**config.mk**
```make
export PLATFORM = sky130hd
export DESIGN_NAME = spi_link_with_wake_handshake_top
export DESIGN_NICKNAME = d
export VERILOG_FILES = /design/src/rtl/spiw_pkg.sv /design/src/rtl/spiw_cfg.sv /design/src/rtl/spiw_seq.sv /design/src/rtl/spi_link_with_wake_handshake_top.sv
export SDC_FILE = /design/constraint.sdc
export NUM_CORES = 1
export LEC_CHECK = 0
export BUFFER_PORTS_ARGS = -buffer_cell sky130_fd_sc_hd__buf_2
export CAP_MARGIN = 15
export CORE_MARGIN = 3
export CORE_UTILIZATION = 25
export DETAILED_ROUTE_END_ITERATION = 10
export PLACE_DENSITY_LB_ADDON = 0.08
export SYNTH_ARGS = -nofsm -noshare
export SYNTH_HDL_FRONTEND = slang
export SYNTH_HIERARCHICAL = 1
export SYNTH_SLANG_ARGS = --single-unit
export TNS_END_PERCENT = 5
```
**constraint.sdc**
```tcl
create_clock -name clk -period 5.8 [get_ports clk]
set_input_delay 1.74 -clock clk [delete_from_list [all_inputs] [get_ports clk]]
set_output_delay 1.74 -clock clk [all_outputs]
set_load 0.02 [all_outputs]
```
**src/rtl/spiw_pkg.sv**
```systemverilog
`timescale 1ns / 1ps

package spiw_pkg;

	localparam int TIMER_BITS   = 22;
	localparam int HALF_BITS    = 16;
	localparam int DEF_WORD_BITS = 8;
	localparam int BYTE_BITS    = 8;
	localparam int REG_IDX_BITS = 3;

	localparam logic [HALF_BITS-1:0]  RST_HALF_PERIOD = HALF_BITS'(16);
	localparam logic [TIMER_BITS-1:0] RST_RESET_HOLD  = TIMER_BITS'(2000000);
	localparam logic [TIMER_BITS-1:0] RST_BOOT_WAIT   = TIMER_BITS'(10000);
	localparam logic [TIMER_BITS-1:0] RST_FIRST_IVL   = TIMER_BITS'(7000);
	localparam logic [TIMER_BITS-1:0] RST_STEP_IVL    = TIMER_BITS'(1000);
	localparam logic [TIMER_BITS-1:0] RST_LAST_IVL    = TIMER_BITS'(9000);

	localparam logic [REG_IDX_BITS-1:0] REG_HALF_PERIOD = 3'd0;
	localparam logic [REG_IDX_BITS-1:0] REG_RESET_HOLD  = 3'd1;
	localparam logic [REG_IDX_BITS-1:0] REG_BOOT_WAIT   = 3'd2;
	localparam logic [REG_IDX_BITS-1:0] REG_FIRST_IVL   = 3'd3;
	localparam logic [REG_IDX_BITS-1:0] REG_STEP_IVL    = 3'd4;
	localparam logic [REG_IDX_BITS-1:0] REG_LAST_IVL    = 3'd5;

	localparam logic [1:0] CMD_TICK = 2'd0;
	localparam logic [1:0] CMD_WAKE = 2'd1;
	localparam logic [1:0] CMD_XFER = 2'd2;

	typedef struct packed {
		logic [HALF_BITS-1:0]  half_period;
		logic [TIMER_BITS-1:0] reset_hold;
		logic [TIMER_BITS-1:0] boot_wait;
		logic [TIMER_BITS-1:0] first_ivl;
		logic [TIMER_BITS-1:0] step_ivl;
		logic [TIMER_BITS-1:0] last_ivl;
	} cfg_t;

	typedef struct packed {
		logic sclk;
		logic mosi;
		logic drv_en;
		logic drv_lvl;
		logic rst;
	} pins_t;

	typedef struct packed {
		pins_t                pins;
		logic                 busy;
		logic                 done;
		logic                 ok;
		logic [BYTE_BITS-1:0] rx_byte;
	} res_t;

endpackage

```
**src/rtl/spiw_cfg.sv**
```systemverilog
`timescale 1ns / 1ps

module spiw_cfg import spiw_pkg::*; (
	input  logic                    clk,
	input  logic                    arst_n,
	input  logic                    cfg_we,
	input  logic [REG_IDX_BITS-1:0] cfg_index,
	input  logic [TIMER_BITS-1:0]   cfg_data,
	output cfg_t                    cfg
);

	cfg_t cfg_q;

	always_ff @(posedge clk or negedge arst_n) begin
		if (!arst_n) begin
			cfg_q.half_period <= RST_HALF_PERIOD;
			cfg_q.reset_hold  <= RST_RESET_HOLD;
			cfg_q.boot_wait   <= RST_BOOT_WAIT;
			cfg_q.first_ivl   <= RST_FIRST_IVL;
			cfg_q.step_ivl    <= RST_STEP_IVL;
			cfg_q.last_ivl    <= RST_LAST_IVL;
		end else if (cfg_we) begin
			unique case (cfg_index)
				REG_HALF_PERIOD: cfg_q.half_period <= cfg_data[HALF_BITS-1:0];
				REG_RESET_HOLD:  cfg_q.reset_hold  <= cfg_data;
				REG_BOOT_WAIT:   cfg_q.boot_wait   <= cfg_data;
				REG_FIRST_IVL:   cfg_q.first_ivl   <= cfg_data;
				REG_STEP_IVL:    cfg_q.step_ivl    <= cfg_data;
				REG_LAST_IVL:    cfg_q.last_ivl    <= cfg_data;
				default: begin
				end
			endcase
		end
	end

	assign cfg = cfg_q;

endmodule

```
**src/rtl/spiw_seq.sv**
```systemverilog
`timescale 1ns / 1ps

module spiw_seq import spiw_pkg::*; #(
	parameter int WORD_BITS = DEF_WORD_BITS
) (
	input  logic                 clk,
	input  logic                 arst_n,
	input  logic                 step_en,
	input  logic [1:0]           cmd,
	input  logic [BYTE_BITS-1:0] tx_byte,
	input  logic                 miso_level,
	input  cfg_t                 cfg,
	output res_t                 res
);

	localparam int IDX_BITS = $clog2(WORD_BITS);

	typedef enum logic [12:0] {
		PH_IDLE       = 13'b0000000000001,
		PH_RESET_HOLD = 13'b0000000000010,
		PH_BOOT       = 13'b0000000000100,
		PH_LOW_A      = 13'b0000000001000,
		PH_LOW_B      = 13'b0000000010000,
		PH_MISO_HI    = 13'b0000000100000,
		PH_SCLK_HI    = 13'b0000001000000,
		PH_SCLK_LO    = 13'b0000010000000,
		PH_MISO_LO    = 13'b0000100000000,
		PH_RELEASE    = 13'b0001000000000,
		PH_WAIT_FALL  = 13'b0010000000000,
		PH_X_WAIT     = 13'b0100000000000,
		PH_X_LOW      = 13'b1000000000000
	} phase_t;

	phase_t                phase_q, phase_d;
	logic [TIMER_BITS-1:0] count_q, count_d, count_inc;
	logic [TIMER_BITS-1:0] ivl_q, ivl_d;
	logic [IDX_BITS-1:0]   bit_q, bit_d;
	logic [WORD_BITS-1:0]  send_q, send_d, recv_q, recv_d;
	logic [BYTE_BITS-1:0]  rx_q, rx_d;
	pins_t                 pins_q, pins_d;
	logic                  done, ok;

	logic [TIMER_BITS-1:0] half_len, hold_len, ivl_len, len;
	logic [TIMER_BITS:0]   ivl_sum;
	logic                  ivl_fits, first_fits, hit;

	assign count_inc  = count_q + TIMER_BITS'(1);
	assign half_len   = (cfg.half_period == '0) ? TIMER_BITS'(1)
		: TIMER_BITS'(cfg.half_period);
	assign hold_len   = (cfg.reset_hold == '0) ? TIMER_BITS'(1) : cfg.reset_hold;
	assign ivl_len    = (ivl_q == '0) ? TIMER_BITS'(1) : ivl_q;
	assign ivl_sum    = {1'b0, ivl_q} + {1'b0, cfg.step_ivl};
	assign ivl_fits   = ivl_sum <= {1'b0, cfg.last_ivl};
	assign first_fits = cfg.first_ivl <= cfg.last_ivl;

	always_comb begin
		if (phase_q == PH_RESET_HOLD) begin
			len = hold_len;
		end else if (phase_q == PH_BOOT) begin
			len = cfg.boot_wait;
		end else if (phase_q == PH_X_WAIT || phase_q == PH_X_LOW) begin
			len = half_len;
		end else begin
			len = ivl_len;
		end
	end

	assign hit = count_inc >= len;

	always_comb begin
		phase_d = phase_q;
		count_d = count_q;
		ivl_d   = ivl_q;
		bit_d   = bit_q;
		send_d  = send_q;
		recv_d  = recv_q;
		rx_d    = rx_q;
		pins_d  = pins_q;
		done    = 1'b0;
		ok      = 1'b0;
		if (phase_q == PH_IDLE) begin
			unique case (cmd)
				CMD_WAKE: begin
					pins_d.rst = 1'b0;
					phase_d    = PH_RESET_HOLD;
					count_d    = '0;
				end
				CMD_XFER: begin
					send_d  = WORD_BITS'(tx_byte);
					recv_d  = '0;
					bit_d   = IDX_BITS'(WORD_BITS - 1);
					phase_d = PH_X_WAIT;
					count_d = '0;
				end
				default: begin
				end
			endcase
		end else if (phase_q == PH_WAIT_FALL) begin
			if (!miso_level) begin
				pins_d.sclk    = 1'b0;
				pins_d.mosi    = 1'b0;
				pins_d.drv_en  = 1'b0;
				pins_d.drv_lvl = 1'b0;
				done           = 1'b1;
				ok             = 1'b1;
				phase_d        = PH_IDLE;
				count_d        = '0;
			end
		end else begin
			count_d = count_inc;
			if (hit) begin
				count_d = '0;
				unique case (phase_q) inside
					PH_RESET_HOLD, PH_BOOT: begin
						pins_d.rst = 1'b1;
						if (phase_q == PH_RESET_HOLD && cfg.boot_wait != '0) begin
							phase_d = PH_BOOT;
						end else if (first_fits) begin
							ivl_d          = cfg.first_ivl;
							pins_d.sclk    = 1'b0;
							pins_d.mosi    = 1'b0;
							pins_d.drv_en  = 1'b1;
							pins_d.drv_lvl = 1'b0;
							phase_d        = PH_LOW_A;
						end else begin
							ivl_d          = cfg.first_ivl;
							pins_d.sclk    = 1'b0;
							pins_d.mosi    = 1'b0;
							pins_d.drv_en  = 1'b0;
							pins_d.drv_lvl = 1'b0;
							done           = 1'b1;
							phase_d        = PH_IDLE;
						end
					end
					PH_LOW_A: phase_d = PH_LOW_B;
					PH_LOW_B: begin
						pins_d.drv_lvl = 1'b1;
						phase_d        = PH_MISO_HI;
					end
					PH_MISO_HI: begin
						pins_d.sclk = 1'b1;
						phase_d     = PH_SCLK_HI;
					end
					PH_SCLK_HI: begin
						pins_d.sclk = 1'b0;
						phase_d     = PH_SCLK_LO;
					end
					PH_SCLK_LO: begin
						pins_d.drv_lvl = 1'b0;
						phase_d        = PH_MISO_LO;
					end
					PH_MISO_LO: begin
						pins_d.drv_en = 1'b0;
						phase_d       = PH_RELEASE;
					end
					PH_RELEASE: begin
						pins_d.sclk    = 1'b0;
						pins_d.mosi    = 1'b0;
						pins_d.drv_lvl = 1'b0;
						if (miso_level) begin
							pins_d.drv_en = 1'b0;
							phase_d       = PH_WAIT_FALL;
						end else if (ivl_fits) begin
							ivl_d         = ivl_sum[TIMER_BITS-1:0];
							pins_d.drv_en = 1'b1;
							phase_d       = PH_LOW_A;
						end else begin
							pins_d.drv_en = 1'b0;
							done          = 1'b1;
							phase_d       = PH_IDLE;
						end
					end
					PH_X_WAIT: begin
						pins_d.sclk = 1'b0;
						pins_d.mosi = send_q[bit_q];
						phase_d     = PH_X_LOW;
					end
					PH_X_LOW: begin
						pins_d.sclk   = 1'b1;
						recv_d[bit_q] = recv_q[bit_q] | miso_level;
						if (bit_q == '0) begin
							rx_d    = recv_d[BYTE_BITS-1:0];
							done    = 1'b1;
							phase_d = PH_IDLE;
						end else begin
							bit_d   = bit_q - IDX_BITS'(1);
							phase_d = PH_X_WAIT;
						end
					end
					default: phase_d = PH_IDLE;
				endcase
			end
		end
	end

	always_ff @(posedge clk or negedge arst_n) begin
		if (!arst_n) begin
			phase_q <= PH_IDLE;
			count_q <= '0;
			ivl_q   <= '0;
			bit_q   <= IDX_BITS'(WORD_BITS - 1);
			send_q  <= '0;
			recv_q  <= '0;
			rx_q    <= '0;
			pins_q  <= '{sclk: 1'b0, mosi: 1'b0, drv_en: 1'b0, drv_lvl: 1'b0, rst: 1'b1};
		end else if (step_en) begin
			phase_q <= phase_d;
			count_q <= count_d;
			ivl_q   <= ivl_d;
			bit_q   <= bit_d;
			send_q  <= send_d;
			recv_q  <= recv_d;
			rx_q    <= rx_d;
			pins_q  <= pins_d;
		end
	end

	assign res.pins    = pins_d;
	assign res.busy    = phase_d != PH_IDLE;
	assign res.done    = done;
	assign res.ok      = ok;
	assign res.rx_byte = rx_d;

	// The partner is held in reset only during the hold phase.
	a_rst_only_in_hold: assert property (@(posedge clk) disable iff (!arst_n)
		phase_q != PH_RESET_HOLD |-> pins_q.rst)
		else $error("reset line low outside the hold phase");

	// A completed operation always leaves the sequencer idle.
	a_done_goes_idle: assert property (@(posedge clk) disable iff (!arst_n)
		step_en && done |=> phase_q == PH_IDLE)
		else $error("sequencer not idle after completion");

	// Nothing advances without an accepted tick.
	a_hold_without_tick: assert property (@(posedge clk) disable iff (!arst_n)
		!step_en |=> $stable(phase_q) && $stable(count_q) && $stable(pins_q))
		else $error("state changed without an accepted tick");

endmodule

```
**src/rtl/spi_link_with_wake_handshake_top.sv**
```systemverilog
`timescale 1ns / 1ps

// Channel   Handshake              Payload
// input     in_valid / in_ready    cmd, tx_byte, miso_level
// output    out_valid / out_ready  sclk_level .. rx_byte (one result per tick)
// config    cfg_we                 cfg_index, cfg_data
//
// A tick is accepted every cycle while results drain.
// The sequencer state and the result register update on the same accepted edge.
// The result register accepts a new tick whenever it is empty or being read.
// An asynchronous reset clears the sequencer, loads the default timings and
// empties the result register.

module spi_link_with_wake_handshake_top import spiw_pkg::*; #(
	parameter int WORD_BITS = DEF_WORD_BITS
) (
	input  logic                    clk,
	input  logic                    arst_n,
	input  logic                    cfg_we,
	input  logic [REG_IDX_BITS-1:0] cfg_index,
	input  logic [TIMER_BITS-1:0]   cfg_data,
	input  logic                    in_valid,
	output logic                    in_ready,
	input  logic [1:0]              cmd,
	input  logic [BYTE_BITS-1:0]    tx_byte,
	input  logic                    miso_level,
	output logic                    out_valid,
	input  logic                    out_ready,
	output logic                    sclk_level,
	output logic                    mosi_level,
	output logic                    miso_drive_enable,
	output logic                    miso_drive_level,
	output logic                    reset_level,
	output logic                    busy_res,
	output logic                    done_res,
	output logic                    wake_ok,
	output logic [BYTE_BITS-1:0]    rx_byte
);

	cfg_t cfg;
	res_t res;
	res_t result_q;
	logic out_valid_q;
	logic step_en;

	assign in_ready = !out_valid_q || out_ready;
	assign step_en  = in_valid && in_ready;

	spiw_cfg u_cfg (
		.clk       (clk),
		.arst_n    (arst_n),
		.cfg_we    (cfg_we),
		.cfg_index (cfg_index),
		.cfg_data  (cfg_data),
		.cfg       (cfg)
	);

	spiw_seq #(
		.WORD_BITS (WORD_BITS)
	) u_seq (
		.clk        (clk),
		.arst_n     (arst_n),
		.step_en    (step_en),
		.cmd        (cmd),
		.tx_byte    (tx_byte),
		.miso_level (miso_level),
		.cfg        (cfg),
		.res        (res)
	);

	always_ff @(posedge clk or negedge arst_n) begin
		if (!arst_n) begin
			out_valid_q <= 1'b0;
		end else if (step_en) begin
			out_valid_q <= 1'b1;
		end else if (out_ready) begin
			out_valid_q <= 1'b0;
		end
	end

	always_ff @(posedge clk) begin
		if (step_en) begin
			result_q <= res;
		end
	end

	assign out_valid         = out_valid_q;
	assign sclk_level        = result_q.pins.sclk;
	assign mosi_level        = result_q.pins.mosi;
	assign miso_drive_enable = result_q.pins.drv_en;
	assign miso_drive_level  = result_q.pins.drv_lvl;
	assign reset_level       = result_q.pins.rst;
	assign busy_res          = result_q.busy;
	assign done_res          = result_q.done;
	assign wake_ok           = result_q.ok;
	assign rx_byte           = result_q.rx_byte;

	// Every accepted tick produces a result on the next cycle.
	a_accept_gives_result: assert property (@(posedge clk) disable iff (!arst_n)
		step_en |=> out_valid_q)
		else $error("accepted tick produced no result");

	// A result reporting completion never claims the sequencer is still busy.
	a_done_not_busy: assert property (@(posedge clk) disable iff (!arst_n)
		out_valid_q && result_q.done |-> !result_q.busy)
		else $error("completion reported while busy");

endmodule
```
Word level (Yosys, flattened, before mapping)
Index checks and enable logic that the tools add are counted.

Add/subtract/negate cells: 3. Magnitude comparators: 5. Eq/ne operators: 29. Multiplexer cells: 76. Bitwise logic cells: 3. Reduce and logical (&&, ||, !) cells: 33.

Operators by type and width (count): 2-to-1 mux 22 bit (13); one-hot mux 13 bit (10 select lines) (1); 2-to-1 mux 8 bit (10); 2-to-1 mux 13 bit (6); zero test 22 bit (2); one-hot mux 22 bit (2 select lines) (1); one-hot mux 13 bit (2 select lines) (1); 2-to-1 mux 4 bit (6); adder 22 x 22 -> 23 bit (1); less-or-equal comparator 23 x 22 -> 1 bit (1); adder 22 x 1 -> 22 bit (second input constant) (1); greater-or-equal comparator 22 bit (1); less-or-equal comparator 22 bit (1); nonzero test 22 bit (1); 2-to-1 mux 1 bit (19); 2-to-1 mux 3 bit (6); zero test 16 bit (1); 2-to-1 mux 16 bit (1); one-hot mux 1 bit (3 select lines) (5); == test 13 x 1 -> 1 bit (second input constant) (1); == test 13 x 10 -> 1 bit (second input constant) (1); == test 13 x 11 -> 1 bit (second input constant) (1); == test 13 x 12 -> 1 bit (second input constant) (1); == test 13 bit (second input constant) (1); 40 further kinds (66).

Register bits: 232.

Logic depth before layout (Yosys ltp)
Depth after elaboration: 10. Gate-level depth with buffers: 23. Gate-level depth less buffers: 20.

Modules after synthesis
Netlist, hierarchy kept.

Modules (own cells, without submodules): spiw_seq (instances 1, cells an instance 1037, area an instance 8546.9 um^2, seq. area each 2233.4 um^2); spiw_cfg (instances 1, cells an instance 269, area an instance 4765.8 um^2, seq. area each 3191.8 um^2); spi_link_with_wake_handshake_top (instances 1, cells an instance 20, area an instance 534.3 um^2, seq. area each 505.5 um^2).

Worst setup path before layout
No wires, ideal clock.

Path type: register -> register. Start point: register u_seq.phase_q[8]. End point: register result_q (netlist bit busy_res) (data pin). Setup time: 0.269 ns. Data arrival time: 4.335 ns. Data required time: 5.531 ns. Slack: 1.195 ns. Stages on the path, launching flop included: 18. Buffers on the path: 2. Clock period less this slack: 4.605 ns. Path through: dfrtp_1 -> nor4_2 -> nand4_1 -> nor3b_1 -> clkbuf_1 -> o21ai_0 -> a222oi_1 -> ha_1 -> and4_1 -> and3_1 -> a22o_1 -> a211o_1 -> o21a_1 -> buf_6 -> mux2_4 -> a21o_1 -> nor4_2 -> nand4_1.

RTL lines: start: declaration (line spiw_seq.sv:34) `phase_t phase_q, phase_d;`; start signal: assignment (line spiw_seq.sv:207) `phase_q <= phase_d;`; end signal: assignment (line spi_link_with_wake_handshake_top.sv:83) `result_q <= res;`; end: declaration (line spi_link_with_wake_handshake_top.sv:42) `res_t result_q;`.

==> results_dict.tcl <==
set metrics [dict create \
    syn_area_mm2 0.0138 \
    seq_area_mm2 0.00593 \
    ys_seq_elements 232 \
    post-route-min-period_ns 5.49 \
    crit_slowest_cell "or3b_2" \
    max_freq_ghz 0.182 \
    cts_sinks 232 \
    die_x_um 241 \
    p_leak_nw 7.02 \
    crit_type "register to register" \
    grt_overflow 0 \
    yosys-top-cells-area "dfrtp_1 (33%), mux2_2 (12%), ha_1 (8.4%)" \
    slew-limit-headroom 0.272 \
    place_hpwl_um 33300 \
    tightest_slew_ns 1.09 \
    drive_gt1_frac 0.251 \
    final_cell_mix "dfrtp_1 (180), mux2_2 (152), nand2_1 (131)" \
    final_util 0.295 \
    place.gp.congestion 0.839 \
    synth-seq-area-share 0.428 \
    synthCells 1326 \
    hold_viol 0 \
    postSynth.asyncResetShare 0.931 \
    drcViolationCount 0 \
    cpMostUsedCell "a21o_1" \
    finalMaxSlewViolations 0 \
    cp.arrival_ns 5.81 \
    cts_setup_buffers 0 \
    numCtsBuffers 31 \
    cts-root-buf "clkbuf_16" \
    min_period_over_period 0.947 \
    core_mm2 0.0543 \
    path_cells "nor3_2, nand4_1, or3b_2, nor2_1, a222oi_1, ha_1, a21o_1, a21o_1, a221o_1, a211o_1, o21a_1, buf_4, mux2_4, a21o_1, nor4_2, nand4_1" \
    totalWireLength_um 45000 \
    ys.flop_type "dfrtp_1" \
    synth.yosys.warnings 6 \
    clk_pin_slew_ns 0.06 \
    first_global_vias 10800 \
    critical_path.endpoint_type "register" \
    yosysTopAreaCell "dfrtp_1" \
    io_buffer_count 58 \
    nets 1526 \
    firstDrtPassIters 6 \
    antenna_found_initial 0 \
    grt_usage 0.156 \
    ant_nets 0 \
    crit_path_max_fanout 13 \
    clockBufferDepth 3 \
    syn_avg_cell_area_um2 10.4 \
    area_delta_synth_final_pct 15.9 \
    tritoncts "done" \
    critPathLaunchType "register" \
    finalPower_mw 7.50 \
    hp-class "register to register" \
    vias 10500 \
    rows 85 \
    grt_pass1_wl_um 69200 \
    cts_hold_buf 0 \
    grt_max_degree 93 \
    rsz0062_at_grt "no" \
    fin_skew_ns 0.0108 \
    slowest_delay_ns 0.70 \
    fillers 5749 \
    powerDensity_mw_per_mm2 468 \
    setup_viol 0 \
    multi_input_area_mm2 0.00745 \
    io_pins 59 \
    drt-initial-drc-count 572 \
    drv_cap 0 \
    initial_core_util 0.255 \
    status "finished, final reports clean" \
    setup-tns-final_ns 0 \
    yosys.area.top_type_share 0.325 \
    synth_enable_flop_cells 16 \
    yosysUniqueCellTypes 84 \
    required_ns 6.12 \
    wl_per_cell_um 20.9 \
    ir_drop_uv 233 \
    die_area_mm2 0.0582 \
    final_common_cell "dfrtp_1" \
    die_h_um 241 \
    htree_levels 1 \
    clk_latency_ns 0.58 \
    vias_per_cell 4.85 \
    synthesis.nets 1461 \
    cts-resized-gates 0 \
]
-- worst paths after layout --
check / startpoint / endpoint / slack [ns] / depth (start not counted)
setup / recovery: u_seq/phase_q[3]$_DFFE_PN0P_ / busy_res$_DFFE_PP_ / 0.31 / 16
min in group asynchronous: arst_n / u_cfg/cfg[94]$_DFFE_PN0P_ / 1.19 / 1
hold / removal: u_seq/rx_q[6]$_DFFE_PN0P_ / u_seq/rx_q[6]$_DFFE_PN0P_ / 0.48 / 2
hold reg to reg: u_seq/rx_q[6]$_DFFE_PN0P_ / u_seq/rx_q[6]$_DFFE_PN0P_ / 0.48 / 2
setup reg to reg: u_seq/phase_q[3]$_DFFE_PN0P_ / busy_res$_DFFE_PP_ / 0.31 / 16
max in group asynchronous: arst_n / u_cfg/cfg[56]$_DFFE_PN1P_ / 3.60 / 2
-- per-stage QoR --
stage | setup WS [ns] | area (µm²) | cells | hold WS [ns]
after global routing | 0.0599 | 16000 | 2154 | 0.514
after detailed placement | 0.333 | 15000 | 2097 | 0.474
final | 0.306 | 16100 | 2157 | 0.485
after global placement | 0.389 | 15000 | 2097 | 0.463
after CTS | 0.304 | 16000 | 2154 | 0.488
after floorplan | 1.20 | 13800 | 1326 | 0.450
-- sequential cells by signal, summed over array words and instances, names as in the netlist, 5 cells and up --
| name | flops |
|---|---|
| u_cfg/cfg | 126 |
| u_seq/count_q | 22 |
| u_seq/ivl_q | 22 |
| u_seq/phase_q | 13 |
| rx_byte | 8 |
| u_seq/recv_q | 8 |
| u_seq/rx_q | 8 |
| u_seq/send_q | 8 |
| u_seq/pins_q | 5 |
-- cell usage after synthesis, types with 10 or more instances --
master / instances
nor4_1: 22
a22oi_1: 10
edfxtp_1: 16
clkbuf_1: 27
nor3_1: 16
o21ai_0: 76
buf_2: 18
o21a_1: 11
mux2i_1: 23
xnor2_1: 22
a21o_1: 27
nand2_1: 131
dfrtp_1: 180
and3_1: 10
nand4_1: 23
xor2_1: 20
nand3_1: 34
nor2b_1: 11
a31oi_1: 17
o211ai_1: 10
dfstp_2: 36
nor2_1: 70
a21oi_1: 60
inv_1: 52
ha_1: 93
a22o_1: 18
mux2_2: 152
-- worst max-delay path, delay by kind of cell (launching register included) --
| family | cells | cell delay (ns) |
|---|---|---|
| AND/OR/NAND/NOR | 6 | 2.15 |
| AO/OA/AOI/OAI | 7 | 1.72 |
| flip-flops | 1 | 0.48 |
| adder cells (fa/ha/maj) | 1 | 0.33 |
| multiplexers | 1 | 0.30 |
| buffers and inverters | 1 | 0.25 |
-- layout make-up --
cell class | count | area share
antenna | 3 | 0.000468
clock inverter | 13 | 0.00920
multi-input combinational | 985 | 0.464
sequential | 232 | 0.369
clock buffer | 44 | 0.0532
timing repair buffer | 89 | 0.0340
tap | 739 | 0.0576
inverter | 52 | 0.0122
-- metal layers --
layer,vias up,part of all wire,global-route usage
li1,5018,-,-
met1,5214,0.49,0.223
met2,177,0.46,0.252
met3,58,0.031,0.0186
met4,0,0.023,0.0387
met5,-,0,0
-- where the power goes --
part / internal [mW] / switching, mW
Combinational: 1.31 / 1.90
Sequential: 2.04 / 0.340
Clock: 1.15 / 0.763
Total: 4.50 / 3.00
-- cell families (layout without fill, tap and decap cells) --
family                   Yosys count  count (layout)  synth area share
flip-flops                       232             232             0.428
other                              0               3                 0
XOR/XNOR                          42              42            0.0266
buffers and inverters            109             198            0.0347
adder cells (fa/ha/maj)           94              94            0.0855
AO/OA/AOI/OAI                    284             284             0.134
AND/OR/NAND/NOR                  384             384             0.144
multiplexers                     181             181             0.147
Note: power is estimated with default switching activity, not from simulation.
